## src/tmkd_pkg.sv

```systemverilog
// Package for the trimmed-mean Kalman distance filter.
// Holds the configuration and command types shared by all modules.
// Depends on nothing.
`default_nettype none

package tmkd_pkg;

    // Register indexes of the configuration port.
    localparam logic [2:0] REG_WINDOW_LENGTH = 3'd0;
    localparam logic [2:0] REG_PROCESS_NOISE = 3'd1;
    localparam logic [2:0] REG_MEASURE_NOISE = 3'd2;
    localparam logic [2:0] REG_QUAD_COEFF    = 3'd3;
    localparam logic [2:0] REG_LIN_GAIN      = 3'd4;
    localparam logic [2:0] REG_CAL_OFFSET    = 3'd5;

    // Fixed widths of the filter arithmetic.
    localparam int VAR_W  = 18;
    localparam int PMID_W = 19;
    localparam int DEN_W  = 20;
    localparam int GAIN_W = 17;
    localparam logic [GAIN_W-1:0] GAIN_ONE = 17'd65536;

    typedef struct packed {
        logic        [6:0]  window_length;
        logic        [15:0] process_noise;
        logic        [15:0] measure_noise;
        logic signed [23:0] quad_coeff;
        logic signed [31:0] lin_gain;
        logic signed [39:0] cal_offset;
    } cfg_t;

    // Datapath operations issued by the controller.
    typedef enum logic [3:0] {
        OP_NONE,
        OP_MEAN_INIT,
        OP_DIV_STEP,
        OP_MEAN_DONE,
        OP_PMID,
        OP_K_INIT,
        OP_K_DONE,
        OP_MUL_XI,
        OP_MUL_MK,
        OP_EST,
        OP_VAR,
        OP_TSQ,
        OP_QLO,
        OP_QHI,
        OP_LIN,
        OP_CAL
    } dp_op_t;

    typedef struct packed {
        logic   sample_en;
        dp_op_t op;
        logic   out_load;
    } dp_cmd_t;

    typedef struct packed {
        logic close;
        logic primed;
        logic div_last;
    } dp_status_t;

endpackage

`default_nettype wire

```

## src/tmkd_ctrl.sv

```systemverilog
// Controller of the trimmed-mean Kalman distance filter: sequences the
// window close through the divider and multiplier steps of the datapath.
// Depends on tmkd_pkg.
`default_nettype none

module tmkd_ctrl (
    input  wire logic                 clk,
    input  wire logic                 rst_n,
    input  wire logic                 in_valid,
    output logic                      in_ready,
    input  wire logic                 out_free,
    input  wire tmkd_pkg::dp_status_t status,
    output tmkd_pkg::dp_cmd_t         cmd
);
    import tmkd_pkg::*;

    typedef enum logic [4:0] {
        S_IDLE,
        S_MEAN_INIT,
        S_DIV_MEAN,
        S_MEAN_DONE,
        S_PMID,
        S_K_INIT,
        S_DIV_K,
        S_K_DONE,
        S_MUL_XI,
        S_MUL_MK,
        S_EST,
        S_VAR,
        S_TSQ,
        S_QLO,
        S_QHI,
        S_LIN,
        S_CAL,
        S_OUT
    } state_t;

    state_t state_reg;
    state_t state_next;

    assign in_ready = (state_reg == S_IDLE);

    // Command decode and next state.
    always_comb
    begin
        state_next    = state_reg;
        cmd.sample_en = 1'b0;
        cmd.op        = OP_NONE;
        cmd.out_load  = 1'b0;
        unique case (state_reg)
            S_IDLE:
            begin
                cmd.sample_en = in_valid;
                if (in_valid && status.close)
                    state_next = S_MEAN_INIT;
            end
            S_MEAN_INIT:
            begin
                cmd.op     = OP_MEAN_INIT;
                state_next = S_DIV_MEAN;
            end
            S_DIV_MEAN:
            begin
                cmd.op = OP_DIV_STEP;
                if (status.div_last)
                    state_next = S_MEAN_DONE;
            end
            S_MEAN_DONE:
            begin
                cmd.op     = OP_MEAN_DONE;
                state_next = status.primed ? S_PMID : S_IDLE;
            end
            S_PMID:
            begin
                cmd.op     = OP_PMID;
                state_next = S_K_INIT;
            end
            S_K_INIT:
            begin
                cmd.op     = OP_K_INIT;
                state_next = S_DIV_K;
            end
            S_DIV_K:
            begin
                cmd.op = OP_DIV_STEP;
                if (status.div_last)
                    state_next = S_K_DONE;
            end
            S_K_DONE:
            begin
                cmd.op     = OP_K_DONE;
                state_next = S_MUL_XI;
            end
            S_MUL_XI:
            begin
                cmd.op     = OP_MUL_XI;
                state_next = S_MUL_MK;
            end
            S_MUL_MK:
            begin
                cmd.op     = OP_MUL_MK;
                state_next = S_EST;
            end
            S_EST:
            begin
                cmd.op     = OP_EST;
                state_next = S_VAR;
            end
            S_VAR:
            begin
                cmd.op     = OP_VAR;
                state_next = S_TSQ;
            end
            S_TSQ:
            begin
                cmd.op     = OP_TSQ;
                state_next = S_QLO;
            end
            S_QLO:
            begin
                cmd.op     = OP_QLO;
                state_next = S_QHI;
            end
            S_QHI:
            begin
                cmd.op     = OP_QHI;
                state_next = S_LIN;
            end
            S_LIN:
            begin
                cmd.op     = OP_LIN;
                state_next = S_CAL;
            end
            S_CAL:
            begin
                cmd.op     = OP_CAL;
                state_next = S_OUT;
            end
            S_OUT:
            begin
                if (out_free)
                begin
                    cmd.out_load = 1'b1;
                    state_next   = S_IDLE;
                end
            end
            default:
                state_next = S_IDLE;
        endcase
    end

    // State register.
    always_ff @(posedge clk or negedge rst_n)
    begin
        if (!rst_n)
            state_reg <= S_IDLE;
        else
            state_reg <= state_next;
    end

`ifndef SYNTHESIS
    // A closing sample always starts the mean division.
    a_close_starts: assert property (@(posedge clk) disable iff (!rst_n)
        (state_reg == S_IDLE && in_valid && status.close) |=> (state_reg == S_MEAN_INIT))
        else $error("window close did not start the division");

    // A result is loaded only when the output register can take it.
    a_load_free: assert property (@(posedge clk) disable iff (!rst_n)
        cmd.out_load |-> out_free)
        else $error("result loaded into a full output register");

    // The divider finishes before the gain is formed.
    a_k_after_div: assert property (@(posedge clk) disable iff (!rst_n)
        (state_reg == S_K_DONE) |-> ($past(state_reg) == S_DIV_K))
        else $error("gain formed without a finished division");
`endif

endmodule

`default_nettype wire

```

## config.mk

```make
export PLATFORM = sky130hd
export DESIGN_NAME = tmkd_ctrl
export DESIGN_NICKNAME = d
export VERILOG_FILES = /design/src/tmkd_pkg.sv /design/src/tmkd_ctrl.sv
export SDC_FILE = /design/constraint.sdc
export NUM_CORES = 1
export LEC_CHECK = 0
export BUFFER_PORTS_ARGS = -buffer_cell sky130_fd_sc_hd__clkbuf_2
export CELL_PAD_IN_SITES_DETAIL_PLACEMENT = 1
export CELL_PAD_IN_SITES_GLOBAL_PLACEMENT = 2
export CORE_MARGIN = 8
export CORE_UTILIZATION = 28
export DETAILED_ROUTE_END_ITERATION = 10
export GPL_TIMING_DRIVEN = 0
export PLACE_DENSITY_LB_ADDON = 0.1
export SKIP_LAST_GASP = 1
export SLEW_MARGIN = 10
export SYNTH_ARGS = -nofsm -noshare
export SYNTH_HDL_FRONTEND = slang
export SYNTH_SLANG_ARGS = --single-unit
export TNS_END_PERCENT = 10
```

## constraint.sdc

```tcl
create_clock -name clk -period 3.6 [get_ports clk]
set_input_delay 0.36 -clock clk [delete_from_list [all_inputs] [get_ports clk]]
set_output_delay 0.36 -clock clk [all_outputs]
set_load 0.01 [all_outputs]
```

==> results of run 1 <==
cells in the final DEF, fill, tap and decap left out, drive strengths merged, types with 2 or more instances in the layout:
master	Yosys	routed
nor2	5	5
a21oi	3	3
nor4b	2	2
nand3	3	3
dfrtp	5	5
o21ai	3	3
clkbuf	0	17
or3	2	2
buf	5	5
nand2	9	9
path summary, 6_finish.rpt:
path | endpoint | from
hold / removal | state_reg[0] | out_free
min in group asynchronous | state_reg[4] | rst_n
setup reg to reg | state_reg[0] | state_reg[3]
hold reg to reg | state_reg[4] | state_reg[1]
max in group asynchronous | state_reg[1] | rst_n
setup / recovery | cmd[0] | state_reg[3]
area by class of cell:
| type | count | share of cell area (%) |
|---|---|---|
| plain buffers | 5 | 5.31 |
| clock buffers | 4 | 4.65 |
| inverters | 1 | 0.664 |
| multi-input cells | 45 | 50.4 |
| flip-flops and latches | 5 | 22.1 |
| well taps | 16 | 3.54 |
| repair buffers | 14 | 13.3 |
through the flow:
| step | power, uW | hold WS, ps |
|---|---|---|
| after floorplan | 349 | 64.4 |
| after global placement | 450 | 186 |
| after detailed placement | 449 | 190 |
| after CTS | 519 | 344 |
| after global routing | 564 | 344 |
| final | 508 | 344 |
logic make-up (layout without fill, tap and decap cells):
family / count (synthesis) / count (layout) / synth area share [%]
compound gates: 15 / 15 / 23.7
xor+xnor: 2 / 2 / 3.94
buf+inv: 6 / 24 / 7.60
flops: 5 / 5 / 28.2
simple gates: 28 / 28 / 36.6
per-layer routing:
metal  track usage [%]  vias to the layer above  wire [um]
met5                 0                        -          0
met4              3.09                        0          0
met3              3.42                        0         78
met2              13.6                       10        578
met1              10.6                      230        616
li1                  -                      238          -
worst max-delay path: cells and delay by family (launching register included):
family | cells | cell delay, ps
buffers and inverters | 2 | 340
flip-flops | 1 | 450
AND/OR/NAND/NOR | 2 | 550
timing repair:
item	4_1_cts	5_1_grt
hold buffers	1	0
gates resized for setup	0	0
endpoints found under the hold margin	5	0
setup buffers	0	0
where the power goes:
group          internal [uW]  switching (uW)
logic                    146             177
clock network           41.8            21.9
registers               81.0            40.1
==> impl_results.md, run 1 <==
* Status: completed
* Worst path max stage delay at 450 ps
* Kind of critical path: reg -> out
* Setup slack, reg-to-reg at 2280 ps
* Routed via count at 478
* Number of nets in the layout at 82
* Height of the die at 55.8 um
* Dpl hpwl at 993 um
* Residual antenna-violating net count after detailed routing at 0
* I/O pin count at 14
* Clock buffers created by TritonCTS at 3
* Area fraction of the dominant cell type after synthesis at 28.2%
* Setup repair after global routing missed its margin: false
* Detailed-route vias per instance at 5.31
* Number of diodes added for antenna fixing at 0
* Clock tree from TritonCTS: done
* Max-slew violation count at 0
* Synthesized Nets at 63
* Leakage at 0.000259 uW
* Fillers at 191
* Power per unit of standard cell area at 897 mW/mm2
* Total of flip-flops plus latches after synthesis at 5
* Maximum vdd ir drop at 365 uV
* First-pass DRT Iterations at 4
* Fraction of the core area covered by cells at the end of the flow at 38.0%
* Share of flip-flops with an asynchronous set or reset after synthesis at 100%
* Root buffer cell: clkbuf_4
* Post-synth top cells: nand2_1, dfrtp_1, nor2_1
* Number of design rule violations left after detail routing at 0
* Number of synthesized flops with an enable pin at 0
* Slowest cell on the critical path: dfrtp_1
* Library cell occupying the most area in the post-synthesis netlist: dfrtp_1
* Setup-violating endpoint count in the final report at 0
* Critical path launch point type: register
* Max reg flops at 5
* Hold violation count in the final report at 0
* Number of cells produced by synthesis at 56
* Final critical delay including setup and external delays at 1950 ps
* Synth Warn # at 0
* Source-to-sink clock delay at the later pin of the worst-skew pair at 240 ps
* Fraction of layout cells with a size suffix above 1 at 35.1%
* Max-Cap Viols at 0
* Final weighted congestion in routability-driven placement at 0.640
* Path class of the lowest-slack min-delay path: in -> reg
* Critical path required time at 3240 ps
* Final global-route overflow total at 0
* Initial cell density of the core at 29.8%
* Global routing usage summed across all routing layers at 8.75%
* Fmax achieved at 513 MHz
* Sequential cell area at 125 um2
* Die Area at 0.00312 mm2
* Mean instance size in the synthesized netlist at 7.93 um2
* Total wire length after detailed routing at 1.27 mm
* Worst slew slack as a fraction of its limit at 70.5%
* Leading cell types by total area after synthesis: dfrtp_1, nand2_1, nor2_1, a21oi_1, buf_2
* Final worst path period share at 54.2%
* Area added between synthesis and finish at 27.3%
* Number of global-route vias before repair at 518
* Most frequent cell after synthesis: nand2_1
* Setup Skew at 1.65 ps
* Critical-path cell list: buf_4 -> nor4b_2 -> and3_1 -> clkbuf_2
* # placed instances at 85
* Hold Path Depth at 2
* Final instance count without filler cells at 90
* Sequential-to-total area share from yosys stat at 28.2%
* Number of clock sinks at 5
* Minimum setup slack in the final design at 1650 ps
* Yosys cell types at 32
* Site Rows at 14
* 1st-iter DRT viols at 5
* Pin count of the biggest net entering global routing at 11
* Clock-pin slew reported for the worst setup and hold paths after clock tree synthesis at 40 ps
* Wire length of the first global-routing pass at 2.33 mm
* Worst slew pin tran at 437 ps
* Die width at 55.8 um
* Worst Setup End Kind: output pin
* Sum of negative setup slack at 0 ps
* Maximum root-to-sink buffer count at 2
* Antenna violations before repair at 0
* Quantity of I/O buffers inserted on ports at 13
* Worst reg-to-reg path cell count at 4
* WP data arrival at 1590 ps
* Placement-stage worst setup slack at 1890 ps
* Final routed wire length divided by cell count at 14.1 um
* Top_reg_cell synth: dfrtp_1
* Netlist area before placement at 444 um2
* Post-layout instance area at 566 um2
* Clock H-tree levels at 1
* Multi-input logic area at 285 um2
* Instance area after placement at 529 um2
* Worst-path maximum fanout at 10
* Area inside the core boundary at 0.00149 mm2
(Power assumes the default switching activity.)
==> inputs of run 2 (changes only) <==
--- a/config.mk
+++ b/config.mk
@@ -8,8 +8,9 @@
 export BUFFER_PORTS_ARGS = -buffer_cell sky130_fd_sc_hd__clkbuf_2
 export CELL_PAD_IN_SITES_DETAIL_PLACEMENT = 1
 export CELL_PAD_IN_SITES_GLOBAL_PLACEMENT = 2
+export CORE_ASPECT_RATIO = 0.8
 export CORE_MARGIN = 8
-export CORE_UTILIZATION = 28
+export CORE_UTILIZATION = 26
 export DETAILED_ROUTE_END_ITERATION = 10
 export GPL_TIMING_DRIVEN = 0
 export PLACE_DENSITY_LB_ADDON = 0.1
==> constraint.sdc (replaced) <==
create_clock -name clk -period 1.8 [get_ports clk]
set_input_delay 0.18 -clock clk [delete_from_list [all_inputs] [get_ports clk]]
set_output_delay 0.18 -clock clk [all_outputs]
set_load 0.01 [all_outputs]
==> run 2 against run 1 <==
  * Register-to-register slack lost 1800 ps
  * Sequential share of layout area decreased by 0.51 points
  * Wire length is 2.4% higher
  * Clock-buffer cell count unchanged
  * Critical path depth did not move
  * Sequential power is 110% higher
  * Die area up 5.7%
  * Sequential cell count stayed put
  * Cell count increased by 6.7%
  * Non-clock buffer count is the same
  * Combinational power is 110% higher
  * Critical path type unchanged
  * Critical endpoint unchanged
==> impl_results.md, run 2 (same netlist as run 1, synthesis figures left out) <==
* Status: completed
* Fraction of power spent switching nets at 47.9%
* Number of global-route vias before repair at 532
* Height of the die at 53.0 um
* Total wire length after detailed routing at 1.30 mm
* I/O pin count at 14
* Worst slew slack as a fraction of its limit at 76.8%
* Part of the total power dissipated in combinational logic at 63.4%
* Worst Setup End Kind: output pin
* Pin count of the biggest net entering global routing at 11
* Die width at 62.2 um
* Critical-path cell list: buf_4 -> nor4b_4 -> and3_1 -> clkbuf_2
* Clock H-tree levels at 1
* Die Area at 0.00330 mm2
* Final instance count without filler cells at 96
* Power after layout at 1060 uW
* Final critical delay including setup and external delays at 1690 ps
* Site Rows at 13
* Maximum vdd ir drop at 644 uV
* Final worst path period share at 93.7%
* Dpl hpwl at 1.01 mm
* Final routed wire length divided by cell count at 13.6 um
* Leakage at 0.000259 uW
* Final weighted congestion in routability-driven placement at 0.674
* Detailed-route vias per instance at 5.02
* Initial cell density of the core at 27.6%
* Maximum root-to-sink buffer count at 2
* Max reg flops at 5
* Most common library cell in the layout ignoring fill and taps: clkbuf_2
* Setup-violating endpoint count in the final report at 0
* Final global-route overflow total at 0
* Clock buffers created by TritonCTS at 3
* Setup repair after global routing missed its margin: true
* Relative contribution of sequential cells to total power at 24.2%
* Routed via count at 482
* Path class of the lowest-slack min-delay path: in -> reg
* Clock tree from TritonCTS: done
* Post-layout instance area at 591 um2
* Quantity of I/O buffers inserted on ports at 13
* Kind of critical path: reg -> out
* Max-slew violation count at 0
* Critical path required time at 1620 ps
* Post-CTS setup repair buffer count at 0
* Root buffer cell: clkbuf_4
* WP data arrival at 1510 ps
* Part of the total power dissipated in the clock network at 12.4%
* Fraction of the core area covered by cells at the end of the flow at 36.7%
* Area added between synthesis and finish at 33.0%
* Number of diodes added for antenna fixing at 0
* Global routing usage summed across all routing layers at 9.16%
* Critical path launch point type: register
* Clock-pin slew reported for the worst setup and hold paths after clock tree synthesis at 40 ps
* First-pass DRT Iterations at 4
* Residual antenna-violating net count after detailed routing at 0
* # placed instances at 91
* Wire length of the first global-routing pass at 2.39 mm
* Number of nets in the layout at 82
* Power per unit of standard cell area at 1790 mW/mm2
* Switching power total at 507 uW
* Setup Skew at 2.19 ps
* Worst slew pin tran at 343 ps
* Multi-input logic area at 300 um2
* Most frequent cells in the layout: clkbuf_2, nand2_1, nor2_1
* Number of design rule violations left after detail routing at 0
* Antenna violations before repair at 0
* Area inside the core boundary at 0.00161 mm2
* Int Pwr at 551 uW
* Instance area after placement at 537 um2
* 1st-iter DRT viols at 8
* Worst path max stage delay at 450 ps
* Slowest cell on the critical path: dfrtp_2
* Hold violation count in the final report at 0
* Fmax achieved at 593 MHz
* Worst-path maximum fanout at 10
* Number of clock sinks at 5
* Max-Cap Viols at 0
* Sequential cell area at 128 um2
* Source-to-sink clock delay at the later pin of the worst-skew pair at 240 ps
* Sum of negative setup slack at 0 ps
* Fraction of layout cells with a size suffix above 1 at 39.2%
* Fillers at 208
## run 2: power by group through the flow
stage	Sequential [uW]	Clock, uW	Combinational (uW)
CTS	253	139	672
global placement	251	0	656
finish	256	131	671
detailed placement	252	0	655
global route	269	147	760
floorplan	220	0	479
## run 2: final cells by class
class,instances,share of cell area (%)
buffer,5,5.08
clock buffer,4,4.45
inverter,1,0.636
multi-input combinational,45,50.8
sequential,5,21.6
tap,22,4.66
timing repair buffer,14,12.7
## run 2: repair_timing
action / CTS / global route
hold buffers: 1 / 0
hold endpoints to repair: 5 / 0
resized for setup: 1 / 4
endpoints found under the setup margin: 1 / 3
## run 2: metrics by stage
step	hold slack, ps	setup WS [ps]
6_report	168	113
5_1_grt	177	-47.0
3_5_place_dp	3.04	265
2_1_floorplan	-116	415
3_3_place_gp	-0.169	297
4_1_cts	164	47.0
## run 2: critical path, delay by kind of cell (launching register included)
family | cells | cell delay [ps]
flip-flops | 1 | 450
buffers and inverters | 2 | 330
AND/OR/NAND/NOR | 2 | 490
## run 2: final timing paths
path	startpoint	endpoint	slack, ps	depth (start not counted)
worst max-delay path	state_reg[3]	cmd[0]	110	4
worst min-delay path	out_free	state_reg[0]	170	2
worst max register to register	state_reg[2]	state_reg[0]	520	3
worst min register to register	state_reg[2]	state_reg[4]	630	3
max in group asynchronous	rst_n	state_reg[2]	1360	2
min in group asynchronous	rst_n	state_reg[4]	290	2
## run 2: metal layers
metal	share of wire [%]	up-vias	track usage [%]	wire length, um
li1	-	238	-	-
met5	0	-	0	0
met1	46	228	10.4	605
met2	46	13	14.9	593
met4	1.2	0	4.63	15
met3	6.8	3	3.58	89
==> inputs of run 3 (changes only) <==
--- a/config.mk
+++ b/config.mk
@@ -14,9 +14,9 @@
 export DETAILED_ROUTE_END_ITERATION = 10
 export GPL_TIMING_DRIVEN = 0
 export PLACE_DENSITY_LB_ADDON = 0.1
-export SKIP_LAST_GASP = 1
+export RECOVER_POWER = 100
 export SLEW_MARGIN = 10
 export SYNTH_ARGS = -nofsm -noshare
 export SYNTH_HDL_FRONTEND = slang
 export SYNTH_SLANG_ARGS = --single-unit
-export TNS_END_PERCENT = 10
+export TNS_END_PERCENT = 100
==> run 3 against run 2 <==
  * Clock skew barely moved
  * Non-clock buffer count up 1
  * Global-route usage did not move
  * Register-to-register slack worse by 60 ps
  * Final area is 2.5% higher
  * Clock power is essentially flat
  * Sequential cell count unchanged
  * Largest power group unchanged
==> impl_results.md, run 3 (same netlist as run 1, synthesis figures left out) <==
* Source of the worst hold timing path: out_free
* Source of the critical timing path: state_reg[3]
* Sum of negative setup slack at 0 ps
* Height of the die at 53.0 um
* Residual antenna-violating net count after detailed routing at 0
* Instance area after placement at 537 um2
* Worst path max stage delay at 460 ps
* Initial cell density of the core at 27.6%
* Clock buffers created by TritonCTS at 3
* Root buffer cell: clkbuf_4
* Critical-path cell list: buf_6 -> nor4b_4 -> and3_1 -> clkbuf_1
* Most frequent cells in the layout: nand2_1, clkbuf_2, nor2_1, clkbuf_1
* Fraction of layout cells with a size suffix above 1 at 33.3%
* Number of nets in the layout at 83
* I/O pin count at 14
* Worst Setup End Kind: output pin
* Worst reg2reg startpoint: state_reg[3]
* Worst slew pin tran at 373 ps
* Fraction of the core area covered by cells at the end of the flow at 37.6%
* Area added between synthesis and finish at 36.3%
* 1st-iter DRT viols at 4
* Site Rows at 13
* Clock tree from TritonCTS: done
* Worst-path maximum fanout at 10
* Worst-case hold slack at 167 ps
* Relative contribution of sequential cells to total power at 23.4%
* Fraction of power spent switching nets at 48.3%
* Detailed-route vias per instance at 4.97
* Final routed wire length divided by cell count at 13.9 um
* Worst slew slack as a fraction of its limit at 74.8%
* Status: completed
* Part of the total power dissipated in the clock network at 12.1%
* Slowest cell on the critical path: dfrtp_2
* Part of the total power dissipated in combinational logic at 64.5%
* Critical path launch point type: register
* Setup-violating endpoint count in the final report at 0
* WP data arrival at 1510 ps
* Global routing usage summed across all routing layers at 9.16%
* Max-slew violation count at 0
* Maximum root-to-sink buffer count at 2
* Maximum vdd ir drop at 637 uV
* Final weighted congestion in routability-driven placement at 0.674
* Final global-route overflow total at 0
* Dpl hpwl at 1.01 mm
* Clock H-tree levels at 1
* Leakage at 0.000254 uW
* Die width at 62.2 um
* Routed via count at 482
* Antenna violations before repair at 0
* Kind of cell with the highest combined delay on the critical path: simple AND/OR/NAND/NOR gates
* Quantity of I/O buffers inserted on ports at 13
* Final critical delay including setup and external delays at 1690 ps
* Switching power total at 525 uW
* Number of global-route vias before repair at 532
* Pin count of the biggest net entering global routing at 11
* Area inside the core boundary at 0.00161 mm2
* Fillers at 205
* Sequential cell area at 128 um2
* Setup Skew at 1.87 ps
* Number of design rule violations left after detail routing at 0
* Max-Cap Viols at 0
* Power per unit of standard cell area at 1790 mW/mm2
* Fmax achieved at 591 MHz
* Clock-pin slew reported for the worst setup and hold paths after clock tree synthesis at 40 ps
* Die Area at 0.00330 mm2
* Number of clock sinks at 5
* Number of buffers and inverters on the critical path at 2
* Source-to-sink clock delay at the later pin of the worst-skew pair at 240 ps
* Final worst path period share at 93.9%
* Multi-input logic area at 307 um2
* Kind of critical path: reg -> out
* Max reg flops at 5
* Post-layout instance area at 606 um2
* Critical path required time at 1620 ps
* Wire length of the first global-routing pass at 2.39 mm
* Total wire length after detailed routing at 1.35 mm
* Number of diodes added for antenna fixing at 0
* Int Pwr at 562 uW
* First-pass DRT Iterations at 4
* Setup slack, reg-to-reg at 460 ps
* Hold violation count in the final report at 0
* Path class of the lowest-slack min-delay path: in -> reg
## run 3: path summary, 6_finish.rpt
path	cells past startpoint	to
max in group asynchronous	2	state_reg[2]
worst min register to register	2	state_reg[4]
worst min-delay path	2	state_reg[0]
min in group asynchronous	2	state_reg[4]
worst max register to register	5	state_reg[0]
worst max-delay path	4	cmd[0]
## run 3: timing repair
action | CTS | global route
gates cloned | 0 | 0
setup buffers | 0 | 1
pin swaps | 0 | 1
setup endpoints to repair | 1 | 3
resized for setup | 1 | 8
hold buffers | 1 | 0
hold endpoints to repair | 5 | 0
## run 3: metal layers
metal  part of all wire (%)  global-route usage [%]  routed length, um  up-vias
li1                       -                       -                  -      240
met1                     47                    10.4                632      226
met2                     45                    14.9                608       13
met3                    6.8                    3.58                 91        3
met4                    1.1                    4.63                 15        0
met5                      0                       0                  0        -
## run 3: per-stage QoR
| step | instances | setup WS, ps | power, uW |
|---|---|---|---|
| CTS | 96 | 47.0 | 1060 |
| global route | 97 | -0.571 | 1210 |
| floorplan | 56 | 415 | 699 |
| finish | 97 | 109 | 1090 |
| global placement | 91 | 297 | 907 |
| detailed placement | 91 | 265 | 907 |
## run 3: worst register-to-register path, delay by kind of cell, from the launching register on
family                 cells  cell delay [ps]
DFF                        1              460
AOI/OAI and AO/OA          1              110
and+or+nand+nor            2              330
buffers and inverters      2              320
## run 3: final cells by class
| cell class | count | area share [%] |
|---|---|---|
| Clock buffer | 4 | 4.34 |
| Inverter | 1 | 0.620 |
| Multi-Input combinational cell | 45 | 50.6 |
| Timing Repair Buffer | 15 | 12.8 |
| Sequential cell | 5 | 21.1 |
| Buffer | 5 | 5.99 |
| Tap cell | 22 | 4.55 |
## run 3: power by group through the flow
stage,logic (uW),registers (uW),clock network [uW]
global placement,656,251,0
CTS,672,253,139
finish,702,254,131
detailed placement,655,252,0
floorplan,479,220,0
global route,788,270,147
